===== src/rtl/mcbt_pkg.sv =====
`timescale 1ns / 1ps

package mcbt_pkg;

	localparam int PIN_W           = 6;
	localparam int REQ_TIME_W      = 16;
	localparam int DEF_TABLE_DEPTH = 8;
	localparam int DEF_TIME_BITS   = 16;

	typedef enum logic [1:0] {
		OP_TICK   = 2'd0,
		OP_ADD    = 2'd1,
		OP_UPDATE = 2'd2,
		OP_DELETE = 2'd3
	} op_t;

	typedef enum logic [1:0] {
		ST_IDLE,
		ST_WALK,
		ST_REPLY
	} state_t;

	localparam logic KIND_REPLY  = 1'b0;
	localparam logic KIND_CHANGE = 1'b1;

	typedef struct packed {
		op_t                   opcode;
		logic [PIN_W-1:0]      pin_number;
		logic                  start_level;
		logic [REQ_TIME_W-1:0] on_time_ms;
		logic [REQ_TIME_W-1:0] off_time_ms;
	} req_t;

	typedef struct packed {
		logic             item_kind;
		logic [PIN_W-1:0] changed_pin;
		logic             new_level;
		logic             success;
		logic             last_item;
	} rsp_t;

	// status of the entry under evaluation
	typedef struct packed {
		logic pin_match;
		logic flip;
	} eval_flags_t;

endpackage


===== src/rtl/multi_channel_blink_timer.sv =====
`timescale 1ns / 1ps

// Channel    Handshake              Payload
// request    req_valid/req_ready    req (mcbt_pkg::req_t)
// result     rsp_valid/rsp_ready    rsp (mcbt_pkg::rsp_t)
//
// Add, or any request on an empty table: the reply state loads the reply into the result register.
// Tick, update, delete: one entry per cycle through the shared evaluate unit, except while
// the result register holds back a pin change; the walk state reads each entry, then the
// reply state loads the reply into the result register. req_ready is high only while idle.
// Reset clears the sequencer, entry count and result valid; table RAM is left as it is
// and only entries below the count are read.

module multi_channel_blink_timer #(
	parameter int TABLE_DEPTH = mcbt_pkg::DEF_TABLE_DEPTH,
	parameter int TIME_BITS   = mcbt_pkg::DEF_TIME_BITS
) (
	input  logic           clk,
	input  logic           arst_n,
	input  logic           req_valid,
	output logic           req_ready,
	input  mcbt_pkg::req_t req,
	output logic           rsp_valid,
	input  logic           rsp_ready,
	output mcbt_pkg::rsp_t rsp
);

	import mcbt_pkg::*;

	localparam int AW = (TABLE_DEPTH > 1) ? $clog2(TABLE_DEPTH) : 1;
	localparam int CW = $clog2(TABLE_DEPTH + 1);
	localparam int EW = PIN_W + 1 + 3 * TIME_BITS;

	// entry layout: pin, level, on time, off time, elapsed
	localparam int EL_LO  = 0;
	localparam int OFF_LO = TIME_BITS;
	localparam int ON_LO  = 2 * TIME_BITS;
	localparam int LVL_B  = 3 * TIME_BITS;
	localparam int PIN_LO = 3 * TIME_BITS + 1;

	localparam logic [TIME_BITS-1:0] TIME_MAX = {TIME_BITS{1'b1}};
	localparam logic [CW-1:0]        DEPTH_C  = CW'(TABLE_DEPTH);

	// sequencer state
	state_t         state_q, state_d;
	req_t           req_q, req_d;
	logic [AW-1:0]  idx_q, idx_d;
	logic [CW-1:0]  keep_q, keep_d;
	logic [CW-1:0]  count_q, count_d;
	logic           ok_q, ok_d;

	// result register
	rsp_t           rsp_q, emit_data;
	logic           rsp_valid_q, emit, out_free;

	// table RAM ports
	logic           wr_en, rd_en;
	logic [AW-1:0]  wr_addr, rd_addr;
	logic [EW-1:0]  wr_data, rd_data;

	// request times clamped to the stored width
	logic [TIME_BITS-1:0] on_c, off_c;

	eval_flags_t          flags;
	logic [TIME_BITS-1:0] elapsed_next;
	logic [PIN_W-1:0]     e_pin;
	logic                 e_level;
	logic                 is_last;

	mcbt_ram #(
		.WIDTH (EW),
		.DEPTH (TABLE_DEPTH)
	) u_table (
		.clk     (clk),
		.wr_en   (wr_en),
		.wr_addr (wr_addr),
		.wr_data (wr_data),
		.rd_en   (rd_en),
		.rd_addr (rd_addr),
		.rd_data (rd_data)
	);

	assign e_pin   = rd_data[PIN_LO +: PIN_W];
	assign e_level = rd_data[LVL_B];

	mcbt_alu #(
		.TIME_BITS (TIME_BITS)
	) u_alu (
		.entry_pin     (e_pin),
		.entry_level   (e_level),
		.entry_on      (rd_data[ON_LO +: TIME_BITS]),
		.entry_off     (rd_data[OFF_LO +: TIME_BITS]),
		.entry_elapsed (rd_data[EL_LO +: TIME_BITS]),
		.req_pin       (req_q.pin_number),
		.flags         (flags),
		.elapsed_next  (elapsed_next)
	);

	// saturate request times that exceed the stored width
	always_comb begin
		on_c  = ({1'b0, 32'(req_q.on_time_ms)} > {1'b0, 32'(TIME_MAX)})
		        ? TIME_MAX : TIME_BITS'(32'(req_q.on_time_ms));
		off_c = ({1'b0, 32'(req_q.off_time_ms)} > {1'b0, 32'(TIME_MAX)})
		        ? TIME_MAX : TIME_BITS'(32'(req_q.off_time_ms));
	end

	assign out_free  = !rsp_valid_q || rsp_ready;
	assign is_last   = ((CW'(idx_q) + CW'(1)) == count_q);
	assign req_ready = (state_q == ST_IDLE);
	assign rsp_valid = rsp_valid_q;
	assign rsp       = rsp_q;

	// next state and datapath controls
	always_comb begin
		state_d   = state_q;
		req_d     = req_q;
		idx_d     = idx_q;
		keep_d    = keep_q;
		count_d   = count_q;
		ok_d      = ok_q;
		wr_en     = 1'b0;
		wr_addr   = idx_q;
		wr_data   = rd_data;
		rd_en     = 1'b0;
		rd_addr   = idx_q;
		emit      = 1'b0;
		emit_data = '0;

		unique case (state_q)
			ST_IDLE: begin
				if (req_valid) begin
					req_d  = req;
					idx_d  = '0;
					keep_d = '0;
					ok_d   = 1'b0;
					unique case (req.opcode)
						OP_ADD: begin
							// add writes straight from the request, clamped here
							if (count_q < DEPTH_C) begin
								wr_en   = 1'b1;
								wr_addr = count_q[AW-1:0];
								wr_data = {req.pin_number, req.start_level,
								           ((32'(req.on_time_ms) > 32'(TIME_MAX))
								            ? TIME_MAX : TIME_BITS'(32'(req.on_time_ms))),
								           ((32'(req.off_time_ms) > 32'(TIME_MAX))
								            ? TIME_MAX : TIME_BITS'(32'(req.off_time_ms))),
								           {TIME_BITS{1'b0}}};
								count_d = count_q + CW'(1);
								ok_d    = 1'b1;
							end
							state_d = ST_REPLY;
						end
						OP_TICK, OP_UPDATE, OP_DELETE: begin
							if (count_q == '0) begin
								state_d = ST_REPLY;
							end else begin
								rd_en   = 1'b1;
								rd_addr = '0;
								state_d = ST_WALK;
							end
						end
					endcase
				end
			end

			ST_WALK: begin
				// hold the entry while a pin change cannot be placed
				if (!(req_q.opcode == OP_TICK && flags.flip) || out_free) begin
					unique case (req_q.opcode)
						OP_TICK: begin
							wr_en   = 1'b1;
							wr_addr = idx_q;
							wr_data = {e_pin, e_level ^ flags.flip,
							           rd_data[ON_LO +: TIME_BITS],
							           rd_data[OFF_LO +: TIME_BITS],
							           flags.flip ? {TIME_BITS{1'b0}} : elapsed_next};
							if (flags.flip) begin
								emit      = 1'b1;
								emit_data = '{item_kind:   KIND_CHANGE,
								              changed_pin: e_pin,
								              new_level:   ~e_level,
								              success:     1'b1,
								              last_item:   1'b0};
							end
						end
						OP_UPDATE: begin
							if (flags.pin_match) begin
								wr_en   = 1'b1;
								wr_addr = idx_q;
								wr_data = {req_q.pin_number, req_q.start_level,
								           on_c, off_c, {TIME_BITS{1'b0}}};
								ok_d    = 1'b1;
							end
						end
						OP_DELETE: begin
							// drop matches, compact survivors toward the front
							if (flags.pin_match) begin
								ok_d = 1'b1;
							end else begin
								if (keep_q != CW'(idx_q)) begin
									wr_en   = 1'b1;
									wr_addr = keep_q[AW-1:0];
									wr_data = rd_data;
								end
								keep_d = keep_q + CW'(1);
							end
						end
						OP_ADD: begin
						end
					endcase

					if (is_last) begin
						if (req_q.opcode == OP_DELETE) begin
							count_d = keep_d;
						end
						state_d = ST_REPLY;
					end else begin
						rd_en   = 1'b1;
						rd_addr = idx_q + AW'(1);
						idx_d   = idx_q + AW'(1);
					end
				end
			end

			ST_REPLY: begin
				if (out_free) begin
					emit      = 1'b1;
					emit_data = '{item_kind:   KIND_REPLY,
					              changed_pin: '0,
					              new_level:   1'b0,
					              success:     (req_q.opcode == OP_TICK) ? 1'b1 : ok_q,
					              last_item:   1'b1};
					state_d   = ST_IDLE;
				end
			end

			default: begin
				state_d = ST_IDLE;
			end
		endcase
	end

	always_ff @(posedge clk or negedge arst_n) begin
		if (!arst_n) begin
			state_q <= ST_IDLE;
		end else begin
			state_q <= state_d;
		end
	end

	always_ff @(posedge clk or negedge arst_n) begin
		if (!arst_n) begin
			count_q     <= '0;
			idx_q       <= '0;
			keep_q      <= '0;
			ok_q        <= 1'b0;
			rsp_valid_q <= 1'b0;
		end else begin
			count_q <= count_d;
			idx_q   <= idx_d;
			keep_q  <= keep_d;
			ok_q    <= ok_d;
			// load a new result, or drop the one just taken
			if (emit) begin
				rsp_valid_q <= 1'b1;
			end else if (rsp_ready) begin
				rsp_valid_q <= 1'b0;
			end
		end
	end

	always_ff @(posedge clk) begin
		req_q <= req_d;
		if (emit) begin
			rsp_q <= emit_data;
		end
	end

endmodule


===== src/rtl/mcbt_ram.sv =====
`timescale 1ns / 1ps

module mcbt_ram #(
	parameter int WIDTH = 8,
	parameter int DEPTH = 8
) (
	input  logic                                       clk,
	input  logic                                       wr_en,
	input  logic [((DEPTH > 1) ? $clog2(DEPTH) : 1)-1:0] wr_addr,
	input  logic [WIDTH-1:0]                           wr_data,
	input  logic                                       rd_en,
	input  logic [((DEPTH > 1) ? $clog2(DEPTH) : 1)-1:0] rd_addr,
	output logic [WIDTH-1:0]                           rd_data
);

	logic [WIDTH-1:0] mem_q [DEPTH];

	always_ff @(posedge clk) begin
		if (wr_en) begin
			mem_q[wr_addr] <= wr_data;
		end
		if (rd_en) begin
			rd_data <= mem_q[rd_addr];
		end
	end

endmodule


===== src/rtl/mcbt_alu.sv =====
`timescale 1ns / 1ps

module mcbt_alu #(
	parameter int TIME_BITS = mcbt_pkg::DEF_TIME_BITS
) (
	input  logic [mcbt_pkg::PIN_W-1:0] entry_pin,
	input  logic                       entry_level,
	input  logic [TIME_BITS-1:0]       entry_on,
	input  logic [TIME_BITS-1:0]       entry_off,
	input  logic [TIME_BITS-1:0]       entry_elapsed,
	input  logic [mcbt_pkg::PIN_W-1:0] req_pin,
	output mcbt_pkg::eval_flags_t      flags,
	output logic [TIME_BITS-1:0]       elapsed_next
);

	localparam logic [TIME_BITS-1:0] TIME_MAX = {TIME_BITS{1'b1}};

	logic [TIME_BITS-1:0] limit;

	// saturating increment, then compare against the limit for the current level
	always_comb begin
		elapsed_next    = (entry_elapsed == TIME_MAX) ? TIME_MAX
		                                              : entry_elapsed + TIME_BITS'(1);
		limit           = entry_level ? entry_on : entry_off;
		flags.flip      = (elapsed_next >= limit);
		flags.pin_match = (entry_pin == req_pin);
	end

endmodule

===== config.mk =====
export PLATFORM = sky130hd
export DESIGN_NAME = multi_channel_blink_timer
export DESIGN_NICKNAME = d
export VERILOG_FILES = /design/src/rtl/mcbt_pkg.sv /design/src/rtl/multi_channel_blink_timer.sv /design/src/rtl/mcbt_ram.sv /design/src/rtl/mcbt_alu.sv
export SDC_FILE = /design/constraint.sdc
export NUM_CORES = 1
export LEC_CHECK = 0
export BUFFER_PORTS_ARGS = -buffer_cell sky130_fd_sc_hd__buf_2
export CAP_MARGIN = 20
export CELL_PAD_IN_SITES_DETAIL_PLACEMENT = 0
export CELL_PAD_IN_SITES_GLOBAL_PLACEMENT = 1
export CORE_MARGIN = 2
export CORE_UTILIZATION = 59
export CTS_CLUSTER_DIAMETER = 50
export CTS_CLUSTER_SIZE = 16
export DETAILED_ROUTE_END_ITERATION = 7
export GPL_TIMING_DRIVEN = 0
export PLACE_DENSITY = 0.88
export SLEW_MARGIN = 5
export SYNTH_ARGS = -nofsm -noshare
export SYNTH_HDL_FRONTEND = slang
export SYNTH_HIERARCHICAL = 1
export SYNTH_SLANG_ARGS = --single-unit

===== constraint.sdc =====
create_clock -name clk -period 22.6 [get_ports clk]
set_clock_uncertainty 0.05 [all_clocks]
set_input_delay 3.39 -clock clk [delete_from_list [all_inputs] [get_ports clk]]
set_output_delay 3.39 -clock clk [all_outputs]
set_load 0.005 [all_outputs]

==> flow_summary.toml, run 1 <==
[final_layout]
nets = 1444
final_cells = 1914
final_cell_mix = "edfxtp_1 (546), mux4_2 (110), buf_2 (74)"
layout_commonest_cell = "edfxtp_1"
area_growth_pct = 12.5
fillers = 2474
drive_gt1_share_pct = 26.2

[clock_network]
cts_setup_buffers = 0
cts_tree = "built"
clock_sinks = 561
cts-root-buf = "clkbuf_16"
cts_resized = 0
cts_max_path_buffers = 3
cts_max_level = 2
hold_buffers = 0
cts.clk_slew.worst_paths_ns = 0.07
clk_latency_ns = 0.60
cts_buffers = 46

[timing]
setup_viol = 0
period_share_pct = 29.7
fmax_mhz = 149
relSlewSlack_pct = 28.9
hold_violations = 0
finalSetupTns_ns = 0
tightestPinTransition_ns = 1.06
slew_viol_final = 0
rsz0062_at_grt = "no"
fin_crit_ns = 6.70

[yosys]
synth.top_cell.area_share_pct = 70.5
async_flop_share_pct = 2.67
ys_types = 63
ys_top_cells_by_area = "edfxtp_1 (71%), mux4_2 (11%), mux2_2 (2.7%)"
synth_seq_cells = 561
syn_area_mm2 = 0.0232
ys_warn_count = 6
synth-edff-count = 546
syn_area_per_cell_um2 = 18.7
synth.largest_area_cell = "edfxtp_1"
synthCells = 1241
syn_nets = 1311
synthFlopType = "edfxtp_1"
ys_seq_area_share_pct = 72.1

[global_route]
grt_max_degree = 43
grt_use_total_pct = 26.5
antenna_found_initial = 2
grt-ovfl-total = 0
grt_pass1_vias = 12600
grt_pass1_wl_um = 79000

[critical_path]
r2r-end = "u_table/rd_data[0]"
arrival_ns = 6.95
reg2reg_depth = 18
reg2reg_from = "u_table/rd_data[0]"
crit_type = "input port to flop"
crit_fanout = 15
required_ns = 22.85
start_kind = "input port"
r2r_setup_slack_ns = 16.16
critPathCaptureType = "flop"

[drt]
drtPass1Iterations = 6
avgViaCountPerCell = 6.55
ant_nets = 0
drtIter0Drc = 1415
drc = 0
wire_per_inst_um = 27.7
vias = 12500
totalWireLength_um = 53000

[floorplan]
die-area_mm2 = 0.0410
ios = 57
die_x_um = 202
core_mm2 = 0.0387
row_count = 72
initial_core_util_pct = 60.0
die_y_um = 202

[placed_design]
dpl.hpwl_um = 34600
io_buffers = 56
gp_congestion = 0.857
post-place-cells = 1844

[job]
maxCapViolCount = 0

[worst_hold_path]
worstHoldPathType = "flop to flop"
holdPathStages = 1
hold_path_end = "ok_q"
min_from = "ok_q"

[power_and_ir_drop]
p_seq_share_pct = 44.0
p_per_area_mw_per_mm2 = 140
comb_power_share_pct = 34.4
p_leak_nw = 8.80
p_int_mw = 2.46
clockPowerShare_pct = 21.6
ir_drop_uv = 96.0
p_sw_mw = 1.20
netSwitchingFraction_pct = 32.8

[status]
outcome = "finished clean"
## worst max-delay path: stages
cell	delay (ns)
buf_2	0.12
nor3b_2	0.49
and2_1	0.20
buf_2	0.19
buf_2	0.40
mux2i_1	0.12
o21ai_0	0.55
nand2b_1	0.28
nor2_4	0.57
buf_16	0.24
buf_16	0.18
buf_16	0.18
## per-layer routing
layer / up-vias / part of all wire, % / track usage (%)
met5: - / 0 / 0
met4: 0 / 2.8 / 8.71
met3: 92 / 9.6 / 5.25
met2: 668 / 48 / 41.6
met1: 6474 / 40 / 38.0
li1: 5309 / - / -
## cells in the mapped netlist, types with 2 or more instances
cell type	n
edfxtp_1	546
mux4_2	110
mux2_2	56
nand2_1	46
nor2_1	43
mux2i_1	42
inv_1	40
a21oi_1	31
o21ai_0	31
a222oi_1	28
ha_1	25
clkbuf_1	24
nand3_1	21
a22o_1	18
buf_2	18
dfrtp_1	15
xor2_1	13
nor3_1	12
xnor2_1	12
buf_1	11
buf_6	10
and2_1	9
and3_1	8
nand2b_1	8
nand4_1	7
a21o_1	4
a31oi_1	4
or2_2	4
a211oi_1	3
a221o_1	3
nor2b_1	3
o211ai_1	3
a211o_1	2
o32a_1	2
## power by group through the flow
stage	combinational (mW)	clock (mW)	sequential [mW]
2_1_floorplan	0.883	0	1.59
6_report	1.26	0.792	1.61
3_5_place_dp	1.24	0	1.63
4_1_cts	1.25	0.801	1.61
3_3_place_gp	1.17	0	1.64
5_1_grt	1.36	0.835	1.62
## registers in the layout (all words and copies together) (netlist names)
name             cells
on_c                16
ok_q                 1
off_c               16
idx_q                3
u_table/rd_data     55
count_q              4
state_q              2
req_q                9
u_table/mem_q      440
rsp                 10
rsp_valid            1
keep_q               4
## worst max-delay path by stage
stage	startpoint	to	slack, ns	depth (start not counted)
2_1_floorplan	req_valid	u_table/mem_q[0][0]	13.42	6
3_3_place_gp	req_valid	u_table/mem_q[4][30]	8.39	7
3_5_place_dp	req[40]	u_table/mem_q[1][31]	15.41	12
4_1_cts	req[40]	u_table/mem_q[1][20]	16.02	12
5_1_grt	req[40]	u_table/mem_q[1][27]	15.82	12
6_report	req[40]	u_table/mem_q[1][31]	15.90	12
## cell families (layout without fill, tap and decap cells)
group	Yosys count	after routing	synth area share, %
AOI/OAI and AO/OA	143	143	4.47
xor gates and xnor gates	25	25	0.942
adders and majority gates	25	25	1.35
buffers and inverters	105	259	2.13
DFF	561	561	72.1
muxes	209	209	15.2
other	0	1	0
and+or+nand+nor	173	173	3.74
## final cells by class
class | count | area [µm²] | share of cell area (%)
sequential | 561 | 16800 | 64.1
multi-input combinational | 575 | 6040 | 23.1
clock buffer | 51 | 1190 | 4.55
timing repair buffer | 85 | 753 | 2.88
tap | 518 | 648 | 2.48
buffer | 64 | 342 | 1.31
clock inverter | 18 | 249 | 0.952
inverter | 41 | 154 | 0.588
antenna | 1 | 2.50 | 0.00957
## metrics by stage
step | power [mW] | cell area, µm² | hold WS (ns) | setup slack [ns] | utilization [%]
after floorplan | 2.47 | 23200 | 0.421 | 13.42 | -
after global placement | 2.80 | 24200 | 0.441 | 8.39 | 62.4
after detailed placement | 2.87 | 24700 | 0.445 | 15.41 | 63.8
after CTS | 3.66 | 26200 | 0.459 | 16.02 | 67.5
after global routing | 3.82 | 26200 | 0.477 | 15.82 | 67.5
final | 3.66 | 26200 | 0.460 | 15.90 | 67.5
(Power assumes the default switching activity.)
==> run 2, diff against run 1 <==
--- a/config.mk
+++ b/config.mk
@@ -10,12 +10,12 @@
 export CELL_PAD_IN_SITES_DETAIL_PLACEMENT = 0
 export CELL_PAD_IN_SITES_GLOBAL_PLACEMENT = 1
 export CORE_MARGIN = 2
-export CORE_UTILIZATION = 59
+export CORE_UTILIZATION = 49
 export CTS_CLUSTER_DIAMETER = 50
 export CTS_CLUSTER_SIZE = 16
 export DETAILED_ROUTE_END_ITERATION = 7
 export GPL_TIMING_DRIVEN = 0
-export PLACE_DENSITY = 0.88
+export PLACE_DENSITY = 0.78
 export SLEW_MARGIN = 5
 export SYNTH_ARGS = -nofsm -noshare
 export SYNTH_HDL_FRONTEND = slang
==> constraint.sdc (replaced) <==
create_clock -name clk -period 5.86 [get_ports clk]
set_clock_uncertainty 0.05 [all_clocks]
set_input_delay 0.879 -clock clk [delete_from_list [all_inputs] [get_ports clk]]
set_output_delay 0.879 -clock clk [all_outputs]
set_load 0.005 [all_outputs]
==> run 2 against run 1 <==
The run now ends with design-rule violations left. Global-route usage decreased by 4.6 points. Non-clock buffer count fell by 1. Core utilization decreased by 11 points. Die area grew 20%. Flip-flop and latch count did not move. Via count is 2.0% lower. Power grew to 3.9 times the previous value. Design area increased by 1.7%. First-iteration DRC count up 9.8%. Critical endpoint is now u_table/rd_data[42]. Highest routed layer unchanged.
==> flow_summary.toml, run 2 (same netlist as run 1, synthesis figures left out) <==
[clock_network]
clk_latency_ns = 0.60
clock_sinks = 561
cts_max_path_buffers = 3
cts-root-buf = "clkbuf_16"
cts_buffers = 48
cts_tree = "built"
cts_max_level = 2
cts.clk_slew.worst_paths_ns = 0.07

[floorplan]
die-area_mm2 = 0.0492
die_y_um = 222
core_mm2 = 0.0467
row_count = 79
ios = 57
die_x_um = 222
initial_core_util_pct = 49.8

[critical_path]
r2r_setup_slack_ns = 0.23
start_kind = "flop"
required_ns = 6.16
crit_fanout = 10
crit_type = "flop to flop"
reg2reg_depth = 18
arrival_ns = 5.93
r2r-end = "u_table/rd_data[42]"
reg2reg_from = "u_table/rd_data[1]"
critPathCaptureType = "flop"

[power_and_ir_drop]
p_per_area_mw_per_mm2 = 537
ir_drop_uv = 293
p_leak_nw = 8.95
power.total_mw = 14.3

[final_layout]
area_growth_pct = 14.4
nets = 1445
final_cell_mix = "edfxtp_1 (546), mux4_2 (110), buf_2 (82)"
top_register = "u_table/mem_q"
layout_commonest_cell = "edfxtp_1"
largest_register_ffs = 440
reg_top3 = "u_table/mem_q (440), u_table/rd_data (55)"
final_cells = 2008
drive_gt1_share_pct = 27.9

[timing]
slew_viol_final = 0
hold_violations = 0
tightestPinTransition_ns = 1.09
fin_crit_ns = 5.63
relSlewSlack_pct = 26.5
period_share_pct = 96.0
setup_viol = 0
fin_ws_ns = 0.234
fmax_mhz = 178
rsz0062_at_grt = "yes"

[global_route]
grt-ovfl-total = 0
grt_max_degree = 35
antenna_found_initial = 1
grt_pass1_wl_um = 79200
grt_use_total_pct = 21.8
grt_pass1_vias = 12200

[status]
violations = "design-rule violations"
outcome = "finished, violations left"

[placed_design]
io_buffers = 56
dpl.hpwl_um = 34700
gp_congestion = 0.821
pre_cts_ws_ns = -0.521
post-place-cells = 1931

[drt]
drtPass1Iterations = 8
ant_nets = 0
avgViaCountPerCell = 6.12
totalWireLength_um = 52700
wire_per_inst_um = 26.2
drtIter0Drc = 1554
drc = 8
vias = 12300

[worst_hold_path]
worstHoldPathType = "input port to asynchronous set/reset pin"

[job]
maxCapViolCount = 0
## run 2: layer usage
metal	global-route usage [%]	part of all wire (%)	up-vias
li1	-	-	5317
met1	32.4	43	6377
met2	33.7	47	520
met3	3.58	7.7	75
met4	6.26	2.1	0
met5	0	0	-
## run 2: report_power, final
group / switching [mW] / total [mW] / internal [mW] / leakage [nW]
logic: 2.85 / 4.88 / 2.03 / 3.03
clock network: 1.44 / 3.20 / 1.76 / 0.749
registers: 0.374 / 6.20 / 5.83 / 5.17
## run 2: critical path: stages, from the launching register on
cell and delay [ns]:
edfxtp_1 0.46, ha_1 0.22, nand3_1 0.24, nor3_2 0.34, and3_1 0.22, mux2i_1 0.36, ha_1 0.21, nand4_1 0.19
nor4_1 0.36, o211ai_1 0.16, o211ai_1 0.27, nand3_2 0.29, nand3_1 0.25, xor2_1 0.09, o21ai_0 0.27, buf_2 0.35
buf_2 0.38, mux4_2 0.39, mux2_2 0.28
## run 2: area by class of cell
type	instances	area, µm²
well taps	607	759
multi-input cells	575	6070
plain buffers	63	360
flip-flops and latches	561	16800
repair buffers	85	923
fillers	3467	20100
clock inverters	24	320
inverters	41	154
clock buffers	51	1230
diodes	1	2.50
## run 2: how the worst max path moves through the flow
stage,startpoint,slack (ns),to
floorplan,u_table/rd_data[0],-0.07,u_table/mem_q[1][0]
global placement,u_table/rd_data[1],-3.51,u_table/mem_q[3][31]
detailed placement,u_table/rd_data[1],-0.52,u_table/rd_data[0]
CTS,u_table/rd_data[1],0.18,u_table/rd_data[0]
global route,u_table/rd_data[0],-0.003,u_table/rd_data[21]
finish,u_table/rd_data[1],0.23,u_table/rd_data[42]
## run 2: repair_timing
| item | CTS | global route |
|---|---|---|
| pin swaps | 1 | 0 |
| setup endpoints to repair | 55 | 55 |
| resized for setup | 16 | 4 |
| setup buffers | 1 | 0 |
| hold buffers | 0 | 0 |
## run 2: stage by stage
stage          instance area (µm²)  hold slack (ns)  setup TNS [ns]  util (%)
4_1_cts                      26600            0.134               0      57.0
6_report                     26600            0.149               0      57.0
2_1_floorplan                23300            0.421          -19.81         -
3_5_place_dp                 25000            0.447          -24.59      53.6
5_1_grt                      26600            0.149        -0.00357      57.0
3_3_place_gp                 24300            0.440        -1393.42      52.1
==> run 3, diff against run 2 <==
--- a/config.mk
+++ b/config.mk
@@ -5,17 +5,18 @@
 export SDC_FILE = /design/constraint.sdc
 export NUM_CORES = 1
 export LEC_CHECK = 0
+export ABC_AREA = 1
 export BUFFER_PORTS_ARGS = -buffer_cell sky130_fd_sc_hd__buf_2
 export CAP_MARGIN = 20
 export CELL_PAD_IN_SITES_DETAIL_PLACEMENT = 0
 export CELL_PAD_IN_SITES_GLOBAL_PLACEMENT = 1
 export CORE_MARGIN = 2
-export CORE_UTILIZATION = 49
+export CORE_UTILIZATION = 45
 export CTS_CLUSTER_DIAMETER = 50
 export CTS_CLUSTER_SIZE = 16
 export DETAILED_ROUTE_END_ITERATION = 7
 export GPL_TIMING_DRIVEN = 0
-export PLACE_DENSITY = 0.78
+export PLACE_DENSITY_LB_ADDON = 0.1
 export SLEW_MARGIN = 5
 export SYNTH_ARGS = -nofsm -noshare
 export SYNTH_HDL_FRONTEND = slang
==> run 3 against run 2 <==
The flow now finishes without violations. Setup slack better by 0.48 ns. Power rose by 28%. Non-clock buffer count up 48. Hold slack worse by 0.0032 ns. Wire length rose by 44%. Sequential share of layout area down 8.0 points. First-iteration DRC count fell by 4.5%. Final cell count increased by 85%. Via count is 52% higher. Synthesized cell count up 120%. Count of clock-buffer cells in the layout is 25 higher. Design area increased by 15%. Critical path type unchanged. Largest power group is now combinational cells.
==> flow_summary.toml, run 3 <==
[status]
outcome = "finished clean"

[final_layout]
layout_commonest_cell = "nand2_1"
n_antenna_cell = 0
area_growth_pct = 15.6
final_cells = 3714
nets = 2963
drive_gt1_share_pct = 11.2
top_register = "u_table/mem_q"
final_cell_mix = "nand2_1 (904), edfxtp_1 (546), inv_1 (545)"
fillers = 5239
largest_register_ffs = 440
reg_top3 = "u_table/mem_q (440), u_table/rd_data (55)"

[global_route]
grt_pass1_vias = 17900
antenna_found_initial = 0
grt_use_total_pct = 25.4
grt_pass1_wl_um = 112000
grt_max_degree = 28
grt-ovfl-total = 0

[timing]
relSlewSlack_pct = 25.8
tightestPinTransition_ns = 1.11
period_share_pct = 87.9
fmax_mhz = 194
hold_violations = 0
rsz0062_at_grt = "no"
fin_crit_ns = 5.15
setup_viol = 0
slew_viol_final = 0
finalSetupTns_ns = 0

[yosys]
synth_common_cells = "nand2_1 (904), edfxtp_1 (546), inv_1 (546)"
syn_nets = 2813
syn_area_mm2 = 0.0264
ys_warn_count = 6
synth_seq_cells = 561
syn_area_per_cell_um2 = 9.61
ys_types = 40
synth-edff-count = 546
synthFlopType = "edfxtp_1"
ys_seq_area_share_pct = 63.6
synthCells = 2743
ys_top_cells_by_area = "edfxtp_1 (62%), nand2_1 (13%), inv_1 (7.8%)"
async_flop_share_pct = 2.67
synth.largest_area_cell = "edfxtp_1"
yosysMostFrequentCell = "nand2_1"
synth.top_cell.area_share_pct = 62.2

[drt]
drc = 0
vias = 18700
ant_nets = 0
avgViaCountPerCell = 5.03
wl_met3_um = 5140
wl_met2_um = 35100
wire_per_inst_um = 20.4
drtPass1Iterations = 6
highest_layer = "met4"
drtIter0Drc = 1484
met1_length_um = 33100
totalWireLength_um = 75600

[critical_path]
crit_path_top_delay_cell = "clkbuf_1"
arrival_ns = 5.56
crit_top_cell = "nand2_1"
cp_top_family = "simple AND/OR/NAND/NOR gates"
start_kind = "flop"
crit_fanout = 10
crit_type = "flop to flop"
cpPeakStageDelay_ns = 0.84
crit_buf_inv = 6
critPathCaptureType = "flop"
required_ns = 6.27

[power_and_ir_drop]
ir_drop_uv = 363
p_leak_nw = 13.6
p_per_area_mw_per_mm2 = 601

[floorplan]
row_count = 88
die_x_um = 246
core_mm2 = 0.0578
initial_core_util_pct = 45.6
die_y_um = 246
die-area_mm2 = 0.0605
ios = 57

[job]
maxCapViolCount = 0

[clock_network]
cts.clk_slew.worst_paths_ns = 0.06
cts_setup_buffers = 0
cts_resized = 0
cts-root-buf = "clkbuf_16"
cts_tree = "built"
cts_max_path_buffers = 3
clk_latency_ns = 0.62
cts_buffers = 68
hold_buffers = 0
cts_max_level = 3
clock_sinks = 561

[placed_design]
io_buffers = 56
dpl.hpwl_um = 50900
post-place-cells = 3584
gp_congestion = 0.854

[worst_hold_path]
worstHoldPathType = "input port to asynchronous set/reset pin"
run 3: logic make-up (layout without fill, tap and decap cells):
family | Yosys count | after routing | share of synthesized area, %
AND/OR/NAND/NOR | 1317 | 1317 | 20.8
buffers and inverters | 676 | 882 | 10.5
flip-flops | 561 | 561 | 63.6
AO/OA/AOI/OAI | 145 | 145 | 3.15
adder cells (fa/ha/maj) | 25 | 25 | 1.19
multiplexers | 16 | 16 | 0.612
XOR/XNOR | 3 | 3 | 0.0997
run 3: worst paths after layout:
| kind | from | end | slack (ns) | cells after the start |
|---|---|---|---|---|
| max reg2reg | u_table/rd_data[0] | u_table/rd_data[47] | 0.71 | 28 |
| max | u_table/rd_data[0] | u_table/rd_data[47] | 0.71 | 28 |
| max in group asynchronous | arst_n | idx_q[0] | 5.32 | 1 |
| min reg2reg | ok_q | ok_q | 0.47 | 2 |
| min | arst_n | count_q[3] | 0.15 | 1 |
| min in group clk | req[0] | off_c[0] | 0.41 | 1 |
run 3: per-layer routing:
metal | track usage, % | vias up
met1 | 35.2 | 8803
met4 | 8.59 | 0
met3 | 4.02 | 115
li1 | - | 9114
met2 | 40.9 | 655
met5 | 0 | -
run 3: cell type report:
class	instances	area, µm²	area share, %
clock inverter	50	579	1.90
timing repair buffer	80	703	2.31
inverter	560	2100	6.90
sequential	561	16800	55.1
clock buffer	76	1800	5.89
buffer	116	664	2.18
multi-input combinational	1506	6890	22.6
tap	765	957	3.14
run 3: where the power goes:
group	switching [mW]	leakage, nW	internal [mW]
sequential	0.365	5.17	5.91
clock	1.79	1.16	2.59
combinational	5.52	7.22	2.12
total	7.67	13.6	10.6
run 3: metrics by stage:
step	instance area (µm²)	hold slack [ns]	setup slack (ns)	total power [mW]	util, %
3_3_place_gp	27600	0.446	-2.97	13.8	47.7
4_1_cts	30400	0.122	0.800	18.4	52.6
2_1_floorplan	26400	0.425	0.440	11.0	-
3_5_place_dp	28100	0.460	0.844	13.9	48.5
6_report	30500	0.146	0.712	18.3	52.7
5_1_grt	30500	0.147	0.473	19.4	52.7
